$ cat config.mk
export PLATFORM = sky130hd
export DESIGN_NAME = virtio_common_config_regs_core
export DESIGN_NICKNAME = d
export VERILOG_FILES = /design/src/hdl/vccr_pkg.sv /design/src/hdl/vccr_queue_file.sv /design/src/hdl/virtio_common_config_regs_core.sv
export VERILOG_INCLUDE_DIRS = /design/src /design/src/hdl
export SDC_FILE = /design/constraint.sdc
export NUM_CORES = 2
export LEC_CHECK = 0
export ABC_AREA = 0
export BUFFER_PORTS_ARGS = -buffer_cell sky130_fd_sc_hd__clkbuf_2
export CAP_MARGIN = 0
export CELL_PAD_IN_SITES_DETAIL_PLACEMENT = 1
export CELL_PAD_IN_SITES_GLOBAL_PLACEMENT = 2
export CORE_ASPECT_RATIO = 0.8
export CORE_MARGIN = 2
export CORE_UTILIZATION = 43
export CTS_CLUSTER_DIAMETER = 40
export DETAILED_ROUTE_END_ITERATION = 12
export PLACE_DENSITY_LB_ADDON = 0.2
export SLEW_MARGIN = 5
export SYNTH_ARGS = -nofsm -noshare
export SYNTH_HDL_FRONTEND = slang
export SYNTH_SLANG_ARGS = --single-unit
$ cat constraint.sdc
create_clock -name clk_i -period 4.7 [get_ports clk_i]
set_clock_uncertainty 0.15 [all_clocks]
set_input_delay 0.47 -clock clk_i [delete_from_list [all_inputs] [get_ports clk_i]]
set_output_delay 0.47 -clock clk_i [all_outputs]
set_load 0.02 [all_outputs]
$ cat src/hdl/virtio_common_config_regs_core_assert.svh
`ifndef VIRTIO_COMMON_CONFIG_REGS_CORE_ASSERT_SVH
`define VIRTIO_COMMON_CONFIG_REGS_CORE_ASSERT_SVH

// clocked assertion, off while in reset
`ifndef NO_ASSERTIONS
`define VCCR_ASSERT(name, prop, msg) \
  name: assert property (@(posedge clk_i) disable iff (!rst_ni) prop) else $error(msg);
`else
`define VCCR_ASSERT(name, prop, msg)
`endif

// clocked assertion, also checked during reset
`ifndef NO_ASSERTIONS
`define VCCR_ASSERT_ALWAYS(name, prop, msg) \
  name: assert property (@(posedge clk_i) prop) else $error(msg);
`else
`define VCCR_ASSERT_ALWAYS(name, prop, msg)
`endif

`endif

$ cat src/hdl/vccr_pkg.sv
package vccr_pkg;

  localparam int unsigned DefNumQueues = 4;
  localparam logic [63:0] DefDevFeatures = 64'h0000_0001_0000_0000;
  localparam logic [15:0] DefMaxQueueSize = 16'd256;

  typedef enum logic [0:0] {
    CMD_READ  = 1'b0,
    CMD_WRITE = 1'b1
  } cmd_e;

  typedef enum logic [0:0] {
    CFG_DEV_FEATURES = 1'b0,
    CFG_MAX_QSIZE    = 1'b1
  } cfg_reg_e;

  typedef enum logic [5:0] {
    OFF_FEAT_SEL   = 6'h00,
    OFF_DEV_FEAT   = 6'h04,
    OFF_DRV_SEL    = 6'h08,
    OFF_DRV_FEAT   = 6'h0C,
    OFF_STATUS     = 6'h14,
    OFF_QSEL       = 6'h16,
    OFF_QSIZE      = 6'h18,
    OFF_QENABLE    = 6'h1C,
    OFF_QNOTIFY    = 6'h1E,
    OFF_QDESC_LO   = 6'h20,
    OFF_QDESC_HI   = 6'h24,
    OFF_QAVAIL_LO  = 6'h28,
    OFF_QAVAIL_HI  = 6'h2C,
    OFF_QUSED_LO   = 6'h30,
    OFF_QUSED_HI   = 6'h34
  } offset_e;

  typedef struct packed {
    cmd_e        cmd;
    logic [5:0]  offset;
    logic [31:0] write_data;
  } req_t;

  typedef struct packed {
    logic [31:0] read_data;
    logic        hit;
  } rsp_t;

  typedef struct packed {
    logic clear;
    logic wr_size;
    logic wr_enable;
    logic wr_desc;
    logic wr_avail;
    logic wr_used;
    logic hi;
  } q_cmd_t;

  typedef struct packed {
    logic [15:0] size;
    logic        enable;
    logic [63:0] desc;
    logic [63:0] avail;
    logic [63:0] used;
  } q_rd_t;

endpackage

$ cat src/hdl/vccr_queue_file.sv
module vccr_queue_file #(
  parameter int unsigned NUM_QUEUES = vccr_pkg::DefNumQueues,
  parameter int unsigned QW = (NUM_QUEUES > 1) ? $clog2(NUM_QUEUES) : 1
) (
  input  logic             clk_i,
  input  logic             rst_ni,
  input  vccr_pkg::q_cmd_t cmd_i,
  input  logic [QW-1:0]    idx_i,
  input  logic [31:0]      wdata_i,
  input  logic [15:0]      max_size_i,
  output vccr_pkg::q_rd_t  rd_o
);

  logic [15:0] size_q  [NUM_QUEUES];
  logic        en_q    [NUM_QUEUES];
  logic [63:0] desc_q  [NUM_QUEUES];
  logic [63:0] avail_q [NUM_QUEUES];
  logic [63:0] used_q  [NUM_QUEUES];

  logic [15:0] size_sat;

  // size writes saturate at the maximum
  assign size_sat = (wdata_i[15:0] > max_size_i) ? max_size_i : wdata_i[15:0];

  always_ff @(posedge clk_i or negedge rst_ni) begin
    if (!rst_ni) begin
      for (int q = 0; q < NUM_QUEUES; q++) begin
        size_q[q]  <= vccr_pkg::DefMaxQueueSize;
        en_q[q]    <= 1'b0;
        desc_q[q]  <= '0;
        avail_q[q] <= '0;
        used_q[q]  <= '0;
      end
    end else if (cmd_i.clear) begin
      for (int q = 0; q < NUM_QUEUES; q++) begin
        size_q[q]  <= max_size_i;
        en_q[q]    <= 1'b0;
        desc_q[q]  <= '0;
        avail_q[q] <= '0;
        used_q[q]  <= '0;
      end
    end else begin
      for (int q = 0; q < NUM_QUEUES; q++) begin
        if (idx_i == QW'(q)) begin
          if (cmd_i.wr_size) begin
            size_q[q] <= size_sat;
          end
          if (cmd_i.wr_enable) begin
            en_q[q] <= wdata_i[0];
          end
          if (cmd_i.wr_desc) begin
            if (cmd_i.hi) desc_q[q][63:32] <= wdata_i;
            else desc_q[q][31:0] <= wdata_i;
          end
          if (cmd_i.wr_avail) begin
            if (cmd_i.hi) avail_q[q][63:32] <= wdata_i;
            else avail_q[q][31:0] <= wdata_i;
          end
          if (cmd_i.wr_used) begin
            if (cmd_i.hi) used_q[q][63:32] <= wdata_i;
            else used_q[q][31:0] <= wdata_i;
          end
        end
      end
    end
  end

  assign rd_o.size   = size_q[idx_i];
  assign rd_o.enable = en_q[idx_i];
  assign rd_o.desc   = desc_q[idx_i];
  assign rd_o.avail  = avail_q[idx_i];
  assign rd_o.used   = used_q[idx_i];

endmodule

$ cat src/hdl/virtio_common_config_regs_core.sv
// channel   | signals                               | accepted when
// request   | in_valid_i, in_stall_o, in_item_i     | in_valid_i && !in_stall_o
// response  | out_valid_o, out_stall_i, out_item_o  | out_valid_o && !out_stall_i
// config    | cfg_we_i, cfg_idx_i, cfg_wdata_i      | cfg_we_i
//
// one item per cycle when not stalled; item -> input register -> result register
// the whole access is decoded and applied combinationally between the two registers
// reset clears all but pipe_q, rsp_q; queue sizes back at 256, features at version one
// a stalled result holds the result register; one more item waits in the input register

`include "virtio_common_config_regs_core_assert.svh"

module virtio_common_config_regs_core #(
  parameter int unsigned NUM_QUEUES = vccr_pkg::DefNumQueues
) (
  input  logic           clk_i,
  input  logic           rst_ni,
  input  logic           in_valid_i,
  output logic           in_stall_o,
  input  vccr_pkg::req_t in_item_i,
  output logic           out_valid_o,
  input  logic           out_stall_i,
  output vccr_pkg::rsp_t out_item_o,
  input  logic           cfg_we_i,
  input  logic [0:0]     cfg_idx_i,
  input  logic [63:0]    cfg_wdata_i
);

  localparam int unsigned QW = (NUM_QUEUES > 1) ? $clog2(NUM_QUEUES) : 1;

  logic           pipe_valid_q;
  vccr_pkg::req_t pipe_q;
  logic           out_valid_q;
  vccr_pkg::rsp_t rsp_q, rsp_d;

  logic [63:0] dev_feat_q;
  logic [15:0] max_qsize_q;
  logic [31:0] feat_sel_q, feat_sel_d;
  logic [31:0] drv_sel_q, drv_sel_d;
  logic [63:0] acc_feat_q, acc_feat_d;
  logic [7:0]  status_q, status_d;
  logic [15:0] qsel_q, qsel_d;

  logic             fire, accept_in, wr, present;
  logic [31:0]      wd, rd;
  logic             hit;
  logic [QW-1:0]    qidx;
  vccr_pkg::q_cmd_t qcmd;
  vccr_pkg::q_rd_t  qrd;

  assign fire       = pipe_valid_q && (!out_valid_q || !out_stall_i);
  assign in_stall_o = pipe_valid_q && !fire;
  assign accept_in  = in_valid_i && !in_stall_o;

  assign wr      = (pipe_q.cmd == vccr_pkg::CMD_WRITE);
  assign wd      = pipe_q.write_data;
  assign present = (qsel_q < 16'(NUM_QUEUES));
  assign qidx    = qsel_q[QW-1:0];

  always_comb begin
    rd         = '0;
    hit        = 1'b1;
    feat_sel_d = feat_sel_q;
    drv_sel_d  = drv_sel_q;
    acc_feat_d = acc_feat_q;
    status_d   = status_q;
    qsel_d     = qsel_q;
    qcmd       = '0;
    qcmd.hi    = pipe_q.offset[2];
    unique case (pipe_q.offset)
      vccr_pkg::OFF_FEAT_SEL: begin
        if (wr) feat_sel_d = wd;
        else rd = feat_sel_q;
      end
      vccr_pkg::OFF_DEV_FEAT: begin
        if (feat_sel_q == 32'd0) rd = dev_feat_q[31:0];
        else if (feat_sel_q == 32'd1) rd = dev_feat_q[63:32];
      end
      vccr_pkg::OFF_DRV_SEL: begin
        if (wr) drv_sel_d = wd;
        else rd = drv_sel_q;
      end
      vccr_pkg::OFF_DRV_FEAT: begin
        if (drv_sel_q == 32'd0) begin
          if (wr) acc_feat_d[31:0] = wd;
          else rd = acc_feat_q[31:0];
        end else if (drv_sel_q == 32'd1) begin
          if (wr) acc_feat_d[63:32] = wd;
          else rd = acc_feat_q[63:32];
        end
      end
      vccr_pkg::OFF_STATUS: begin
        if (wr) begin
          status_d = wd[7:0];
          // device reset
          if (wd[7:0] == 8'd0) begin
            acc_feat_d = '0;
            qcmd.clear = fire;
          end
        end else begin
          rd = {24'd0, status_q};
        end
      end
      vccr_pkg::OFF_QSEL: begin
        if (wr) qsel_d = wd[15:0];
        else rd = {16'd0, qsel_q};
      end
      vccr_pkg::OFF_QSIZE: begin
        qcmd.wr_size = fire && wr && present;
        if (present) rd = {16'd0, qrd.size};
      end
      vccr_pkg::OFF_QENABLE: begin
        qcmd.wr_enable = fire && wr && present;
        if (present) rd = {31'd0, qrd.enable};
      end
      vccr_pkg::OFF_QNOTIFY: begin
        if (present) rd = {16'd0, qsel_q};
      end
      vccr_pkg::OFF_QDESC_LO, vccr_pkg::OFF_QDESC_HI: begin
        qcmd.wr_desc = fire && wr && present;
        if (present) rd = pipe_q.offset[2] ? qrd.desc[63:32] : qrd.desc[31:0];
      end
      vccr_pkg::OFF_QAVAIL_LO, vccr_pkg::OFF_QAVAIL_HI: begin
        qcmd.wr_avail = fire && wr && present;
        if (present) rd = pipe_q.offset[2] ? qrd.avail[63:32] : qrd.avail[31:0];
      end
      vccr_pkg::OFF_QUSED_LO, vccr_pkg::OFF_QUSED_HI: begin
        qcmd.wr_used = fire && wr && present;
        if (present) rd = pipe_q.offset[2] ? qrd.used[63:32] : qrd.used[31:0];
      end
      default: begin
        hit = 1'b0;
      end
    endcase
    rsp_d.read_data = wr ? 32'd0 : rd;
    rsp_d.hit       = hit;
  end

  vccr_queue_file #(
    .NUM_QUEUES(NUM_QUEUES),
    .QW        (QW)
  ) u_queue_file (
    .clk_i     (clk_i),
    .rst_ni    (rst_ni),
    .cmd_i     (qcmd),
    .idx_i     (qidx),
    .wdata_i   (wd),
    .max_size_i(max_qsize_q),
    .rd_o      (qrd)
  );

  always_ff @(posedge clk_i or negedge rst_ni) begin
    if (!rst_ni) begin
      dev_feat_q  <= vccr_pkg::DefDevFeatures;
      max_qsize_q <= vccr_pkg::DefMaxQueueSize;
    end else if (cfg_we_i) begin
      unique case (cfg_idx_i)
        vccr_pkg::CFG_DEV_FEATURES: dev_feat_q  <= cfg_wdata_i;
        vccr_pkg::CFG_MAX_QSIZE:    max_qsize_q <= cfg_wdata_i[15:0];
        default: ;
      endcase
    end
  end

  always_ff @(posedge clk_i or negedge rst_ni) begin
    if (!rst_ni) begin
      feat_sel_q <= '0;
      drv_sel_q  <= '0;
      acc_feat_q <= '0;
      status_q   <= '0;
      qsel_q     <= '0;
    end else if (fire) begin
      feat_sel_q <= feat_sel_d;
      drv_sel_q  <= drv_sel_d;
      acc_feat_q <= acc_feat_d;
      status_q   <= status_d;
      qsel_q     <= qsel_d;
    end
  end

  always_ff @(posedge clk_i or negedge rst_ni) begin
    if (!rst_ni) begin
      pipe_valid_q <= 1'b0;
      out_valid_q  <= 1'b0;
    end else begin
      if (accept_in) pipe_valid_q <= 1'b1;
      else if (fire) pipe_valid_q <= 1'b0;
      if (fire) out_valid_q <= 1'b1;
      else if (!out_stall_i) out_valid_q <= 1'b0;
    end
  end

  always_ff @(posedge clk_i) begin
    if (accept_in) pipe_q <= in_item_i;
    if (fire) rsp_q <= rsp_d;
  end

  assign out_valid_o = out_valid_q;
  assign out_item_o  = rsp_q;

  `VCCR_ASSERT_ALWAYS(a_stall_needs_item,
    in_stall_o |-> pipe_valid_q,
    "stall without held item")
  `VCCR_ASSERT(a_write_reads_zero,
    fire && wr |=> rsp_q.read_data == 32'd0,
    "write returned data")
  `VCCR_ASSERT(a_status_reset,
    fire && wr && pipe_q.offset == vccr_pkg::OFF_STATUS && wd[7:0] == 8'd0
      |=> acc_feat_q == 64'd0 && status_q == 8'd0,
    "device reset did not clear")
  `VCCR_ASSERT(a_absent_queue,
    fire && !wr && !present && pipe_q.offset == vccr_pkg::OFF_QSIZE
      |=> rsp_q.read_data == 32'd0 && rsp_q.hit,
    "absent queue size not zero")

endmodule
== Word level (Yosys, flattened, before mapping) ==
Index checks and enable logic that the tools add are counted.

* Register bits: 1142
* Output and inout port bits: 35

* Order comparisons: 3
* Equality and inequality tests: 27
* Muxes and demuxes: 82
* Bitwise operators: 2
* Reduce and logical (&&, ||, !) cells: 71

{| class="wikitable"
|+ Operators by type and width
! kind !! count
|-
| 2-to-1 mux 64 bit || 24
|-
| 2-to-1 mux 256 bit || 3
|-
| 2-to-1 mux 32 bit || 16
|-
| binary-select mux 64 bit (select 2 bit) || 3
|-
| case mux 32 bit (12 select lines) || 1
|-
| 2-to-1 mux 16 bit || 10
|-
| case mux 64 bit (2 select lines) || 1
|-
| AND reduction 3 bit || 28
|-
| equality test 32 x 1 -> 1 bit (second input constant) || 2
|-
| logical NOT 32 bit || 2
|-
| equality test 6 bit (second input constant) || 6
|-
| binary-select mux 16 bit (select 2 bit) || 1
|-
| equality test 6 x 5 -> 1 bit (second input constant) || 5
|-
| nonzero test 2 bit || 12
|-
| 2-to-1 mux 1 bit || 21
|-
| AND reduction 2 bit || 10
|-
| greater-than comparator 16 bit || 1
|-
| less-than comparator 16 x 3 -> 1 bit (second input constant) || 1
|-
| OR reduction 15 bit || 1
|-
| equality test 6 x 4 -> 1 bit (second input constant) || 2
|-
| inequality test 2 bit (second input constant) || 6
|-
| logical NOT 8 bit || 1
|-
| AND reduction 7 bit || 1
|-
| equality test 6 x 3 -> 1 bit (second input constant) || 1
|-
| 15 further kinds || 26
|}

== Longest topological paths before layout ==
* Depth in word-level cells: 9
* Depth in mapped cells: 12
* Mapped depth without buffers: 8

== Modules after synthesis ==
From an unflattened synthesis, not the netlist that was laid out.

* Cells, all modules: 4681
* Area, all modules: 52895.7 µm²

{| class="wikitable"
|+ Modules (own cells, without submodules)
! module !! times used !! cells each !! area an instance (µm²)
|-
| vccr_queue_file || 1 || 3473 || 37753.7
|-
| virtio_common_config_regs_core || 1 || 1208 || 15142.0
|}

== Least setup slack after synthesis ==
No wires, ideal clock.

* Kind: register to register
* Start point: register out_valid_q (netlist: out_valid_o)
* End point: register u_queue_file.used_q[142] (netlist bit)
* Arrival time: 3102 ps
* Data required time: 4417 ps
* Slack: 1315 ps
* Stages on the path, launching flop included: 10
* Path buffers: 3
* Period minus slack after synthesis: 3385 ps
* Cells stage by stage: dfrtp_1 > a21boi_2 > nand2_1 > buf_2 > nor3_1 > a21oi_1 > clkbuf_1 > clkbuf_1 > nand2_1 > o21ai_0

* Word-level cells in the longest chain between the ends: 8
* Elaborated cells between the ends (all ways): 14
* Those cells by class: eq/ne (1); mux (5); reduce/logical (8)

{| class="wikitable"
|+ RTL lines
! element !! RTL line !! text
|-
| from (decl) || virtio_common_config_regs_core.sv:33 || <nowiki>logic out_valid_q;</nowiki>
|-
| from (signal assigned) || virtio_common_config_regs_core.sv:184 || <nowiki>out_valid_q <= 1'b0;</nowiki>
|-
| from (signal assigned) || virtio_common_config_regs_core.sv:188 || <nowiki>if (fire) out_valid_q <= 1'b1;</nowiki>
|-
| from (signal assigned) || virtio_common_config_regs_core.sv:189 || <nowiki>else if (!out_stall_i) out_valid_q <= 1'b0;</nowiki>
|-
| logical NOT 1 bit * || virtio_common_config_regs_core.sv:51 || <nowiki>assign fire = pipe_valid_q && (!out_valid_q || !out_stall_i);</nowiki>
|-
| logical OR 1 bit * || virtio_common_config_regs_core.sv:51 ||
|-
| logical AND 1 bit * || virtio_common_config_regs_core.sv:51 ||
|-
| named net fire || virtio_common_config_regs_core.sv:44 || <nowiki>logic fire, accept_in, wr, present;</nowiki>
|-
| 2-to-1 mux 1 bit or logical AND 1 bit (tied branches) || virtio_common_config_regs_core.sv:96, virtio_common_config_regs_core.sv:128 ||
|-
| 2-to-1 mux 1 bit or logical AND 1 bit (tied branches) || virtio_common_config_regs_core.sv:93, virtio_common_config_regs_core.sv:128 ||
|-
| 2-to-1 mux 1 bit || virtio_common_config_regs_core.sv:70 || <nowiki>unique case (pipe_q.offset)</nowiki>
|-
| inequality test 2 x 1 -> 1 bit (no source line) or nonzero test 2 bit (tied branches) || -- ||
|-
| AND reduction 3 bit (no source line) || -- ||
|-
| to (signal, indexed assignment) || vccr_queue_file.sv:60 || <nowiki>if (cmd_i.hi) used_q[q][63:32] <= wdata_i;</nowiki>
|-
| to (signal, indexed assignment) || vccr_queue_file.sv:61 || <nowiki>else used_q[q][31:0] <= wdata_i;</nowiki>
|-
| to (decl) || vccr_queue_file.sv:18 || <nowiki>logic [63:0] used_q [NUM_QUEUES];</nowiki>
|}

Mark *: on every way through the listed nets, which the timed path passes. The rest lies on a longest branch.
A chain may end at the register's enable or synchronous reset.

== Worst setup path after layout ==
* Start point: register feat_sel_q[17]
* End point: register rsp_q, in the netlist out_item_o[12] (data pin)

* Word-level cells in the longest chain between the ends: 4
* Elaborated cells between the ends (all ways): 5
* Those cells by class: eq/ne (1); mux (3); reduce/logical (1)

{| class="wikitable"
|+ RTL lines
! element !! RTL line !! text
|-
| from (decl) || virtio_common_config_regs_core.sv:38 || <nowiki>logic [31:0] feat_sel_q, feat_sel_d;</nowiki>
|-
| from (signal assigned) || virtio_common_config_regs_core.sv:173 || <nowiki>feat_sel_q <= feat_sel_d;</nowiki>
|-
| equality test 32 x 1 -> 1 bit || virtio_common_config_regs_core.sv:77 || <nowiki>else if (feat_sel_q == 32'd1) rd = dev_feat_q[63:32];</nowiki>
|-
| 2-to-1 mux 32 bit || virtio_common_config_regs_core.sv:77 ||
|-
| 2-to-1 mux 32 bit * || virtio_common_config_regs_core.sv:76 || <nowiki>if (feat_sel_q == 32'd0) rd = dev_feat_q[31:0];</nowiki>
|-
| case mux 32 bit (12 select lines) * || virtio_common_config_regs_core.sv:70 ||
|-
| to (signal assigned) || virtio_common_config_regs_core.sv:195 || <nowiki>if (fire) rsp_q <= rsp_d;</nowiki>
|-
| to (decl) || virtio_common_config_regs_core.sv:34 || <nowiki>vccr_pkg::rsp_t rsp_q, rsp_d;</nowiki>
|}

Every way passes the cells marked *; elsewhere a longest branch is shown, timed or not.

==> results.md <==
- Proportion of netlist area held by the largest area contributor: 51.7%
- TritonCTS buffer count: 148
- Placeable core area: 119,000 µm²
- Startpoint Class: register
- Wire length of the first global-routing pass: 264 mm
- Worst Path Arrival: 4380 ps
- Routed length per instance: 27.8 µm
- Boundary pin count: 144
- Critical path data required time: 5140 ps
- Critical path type: register to register
- Initial antenna violation count: 6
- Run status: finished, final reports clean
- Clock period minus worst slack: 3940 ps
- Final routed wirelength across all metal layers: 174 mm
- Post-synth EDFFs: 72
- Vias after detailed routing: 36,782
- Row count: 113
- PD cells: 412 nW/µm²
- Total negative setup slack: 0 ps
- Vias in the first global route: 38,929
- Worst vdd rail ir drop: 359 µV
- Biggest fanout along the worst timing path: 17
- Normalized max-slew margin: 11.3%
- Count of final setup violators: 0
- Post-CTS repair timing setup buffer count: 0
- DRC violation count after routing: 0
- Final total power: 24.9 mW
- Syn avg cell area: 11.6 µm²
- Worst-case setup slack after placement: 933 ps
- DIE AREA: 123,000 µm²
- Maximum number of pins on one net before global-route repair: 105
- Worst Max-Slew Pin Slew: 1330 ps
- RSZ-0062 raised after global routing: no
- First-pass iteration count of the detailed router: 7
- Share of synthesized area occupied by flip-flops and latches: 56.2%
- CTS tree: built
- FMAX: 0.254 GHz
- Remaining antenna violation count after routing: 0
- Detailed router's first-iteration violation count: 2,591
- Count of endpoints failing hold in the final timing report: 0
- Share of async-settable or async-resettable flops after synthesis: 93.7%
- Prevailing post-synth register cell: dfrtp_1
- Initial Utilization: 43.4%
- FILL cells: 12,245
- Later-pin clock latency in the skew report: 770 ps
- HP Class: primary input to register
- P_leak: 26.5 nW
- # H-tree levels: 4
- Most common cell in the synthesized netlist: dfrtp_1
- Die height: 314 µm
- Proportion of layout cells with a drive suffix above 1: 25.5%
- Top cells by count, synth: dfrtp_1 (1,064), nand2_1 (828), o21ai_0 (732), mux2_2 (379), clkbuf_1 (292)
- DP Wirelength: 111 mm
- Number of cells produced by synthesis: 4,439
- Via density: 5.88
- Fraction of the core area covered by cells at the end of the flow: 51.0%
- All-Layer GR Usage: 28.9%
- Fin worst setup slack: 763 ps
- # resized after CTS: 0
- Fin crit share: 83.8%
- Number of storage elements in the synthesis netlist: 1,142
- Bufs on Longest Clock Path: 3
- Yosys top cell by area: dfrtp_1
- Clock-pin slew reported for the worst setup and hold paths after clock tree synthesis: 60 ps
- Nets@finish: 4,710
- Clk Tree Root Cell: clkbuf_16
- Synthesized area: 51,500 µm²
- Synthesized netlist net count: 4,564
- Count of pins over their slew limit: 0
- Total number of yosys warnings: 0
- Sinks on the clock net: 1,142
- Ranking of synthesized cells by area: dfrtp_1 (52%), mux4_2 (8.8%), mux2_2 (8.3%)
- Post-synth cell types: 69
- Buffers added on ports: 143
- Total overflow reported by the global router: 0
- Final Wtd Congestion: 0.851
- Die X: 391 µm
- Area added between synthesis and finish: 17.6%
- Number of max-capacitance violations reported: 0
- Crit. End Element: register
## kinds of logic (layout without fill, tap and decap cells)
kind of cell / Yosys count / count (layout) / synth area share [%]
flip-flops: 1142 / 1142 / 56.2
AND/OR/NAND/NOR: 1116 / 1116 / 9.21
AO/OA/AOI/OAI: 1033 / 1033 / 11.3
multiplexers: 700 / 700 / 19.4
buffers and inverters: 432 / 700 / 3.45
adder cells (fa/ha/maj): 16 / 16 / 0.389
other: 0 / 1 / 0
## area by class of cell
type,count,area (µm²),share of cell area (%)
flip-flops and latches,1142,29000,47.8
well taps,1552,1940,3.21
clock buffers,192,4190,6.92
multi-input cells,2865,21100,34.9
diodes,1,2.50,0.00413
repair buffers,406,3220,5.32
inverters,22,85.1,0.141
clock inverters,80,1000,1.66
## report_power, final
group / total, mW / switching [mW] / internal (mW) / leakage, nW
clock: 11.9 / 4.62 / 7.33 / 2.51
sequential: 10.7 / 0.346 / 10.4 / 15.4
combinational: 2.28 / 1.40 / 0.882 / 8.59
total: 24.9 / 6.36 / 18.6 / 26.5
## through the flow
| stage | instance area, µm² | hold slack (ps) | std cells |
|---|---|---|---|
| finish | 60500 | 183 | 6260 |
| global route | 60500 | 181 | 6259 |
| CTS | 60500 | 136 | 6259 |
| detailed placement | 54300 | 315 | 5880 |
| global placement | 54300 | 305 | 5880 |
| floorplan | 51500 | 24.4 | 4439 |
## flip-flops by register name (all words and copies together) (netlist names)
register              cells
feat_sel_q               32
u_queue_file.desc_q     256
pipe_q                    6
acc_feat_q               64
dev_feat_q               64
qsel_q                   16
pipe_valid_q              1
out_item_o               33
drv_sel_q                32
u_queue_file.en_q         4
out_valid_o               1
max_qsize_q              16
status_q                  8
wr                        1
u_queue_file.avail_q    256
u_queue_file.size_q      64
u_queue_file.used_q     256
wd                       32
## placed cells by master (no fill, tap or decap), types with 10 or more instances in the layout
master | netlist | final
clkinv_2 | 0 | 22
nor3_1 | 20 | 20
nor4_1 | 29 | 28
nand4_1 | 10 | 10
dfrtp_1 | 1064 | 1060
a31oi_1 | 20 | 20
a21oi_1 | 54 | 42
clkbuf_8 | 0 | 19
a221oi_1 | 39 | 39
bufinv_16 | 0 | 18
clkbuf_16 | 0 | 154
mux2_2 | 379 | 379
o211ai_1 | 29 | 29
o22ai_1 | 30 | 28
inv_6 | 0 | 11
clkbuf_2 | 4 | 142
nand2_1 | 828 | 827
mux2i_1 | 120 | 120
a21oi_4 | 0 | 12
buf_4 | 10 | 136
o21a_1 | 25 | 25
ha_1 | 16 | 16
clkinvlp_4 | 0 | 17
buf_12 | 0 | 20
a22oi_1 | 29 | 29
o21ai_0 | 732 | 720
mux4_2 | 201 | 201
dlygate4sd3_1 | 0 | 107
a222oi_1 | 18 | 18
inv_1 | 22 | 21
or4_1 | 15 | 15
nand3_1 | 58 | 58
clkbuf_1 | 292 | 19
edfxtp_1 | 72 | 72
o21ai_1 | 15 | 15
nor2_1 | 96 | 96
o21ai_4 | 0 | 12
## final timing paths
check | start | endpoint | slack [ps] | cells after the start
worst max-delay path | feat_sel_q[17] | out_item_o[12] | 760 | 6
worst min-delay path | cfg_idx_i | dev_feat_q[45] | 180 | 3
worst max register to register | feat_sel_q[17] | out_item_o[12] | 760 | 6
worst min register to register | acc_feat_q[55] | acc_feat_q[55] | 320 | 2
max in group asynchronous | rst_ni | dev_feat_q[36] | 2970 | 3
min in group asynchronous | rst_ni | u_queue_file.used_q[144] | 220 | 2
## what timing repair did
action	4_1_cts	5_1_grt
hold buffers	107	0
endpoints found under the hold margin	183	0
endpoints found under the setup margin	0	0
## layer usage
metal	track usage (%)	wire (µm)	part of all wire, %
met1	41.4	79100	45
met2	45.2	81200	47
met5	0	13	0.0075
met3	4.93	9120	5.2
met4	8.58	4750	2.7
## worst max-delay path, cell delays in order (launching register included)
cell     delay, ps
dfrtp_1        400
or4_1          720
nor3_1         480
nand4_1        950
o22ai_1        810
nor2_1          80
a21oi_1        170
Power figures use the tool's default switching activity.
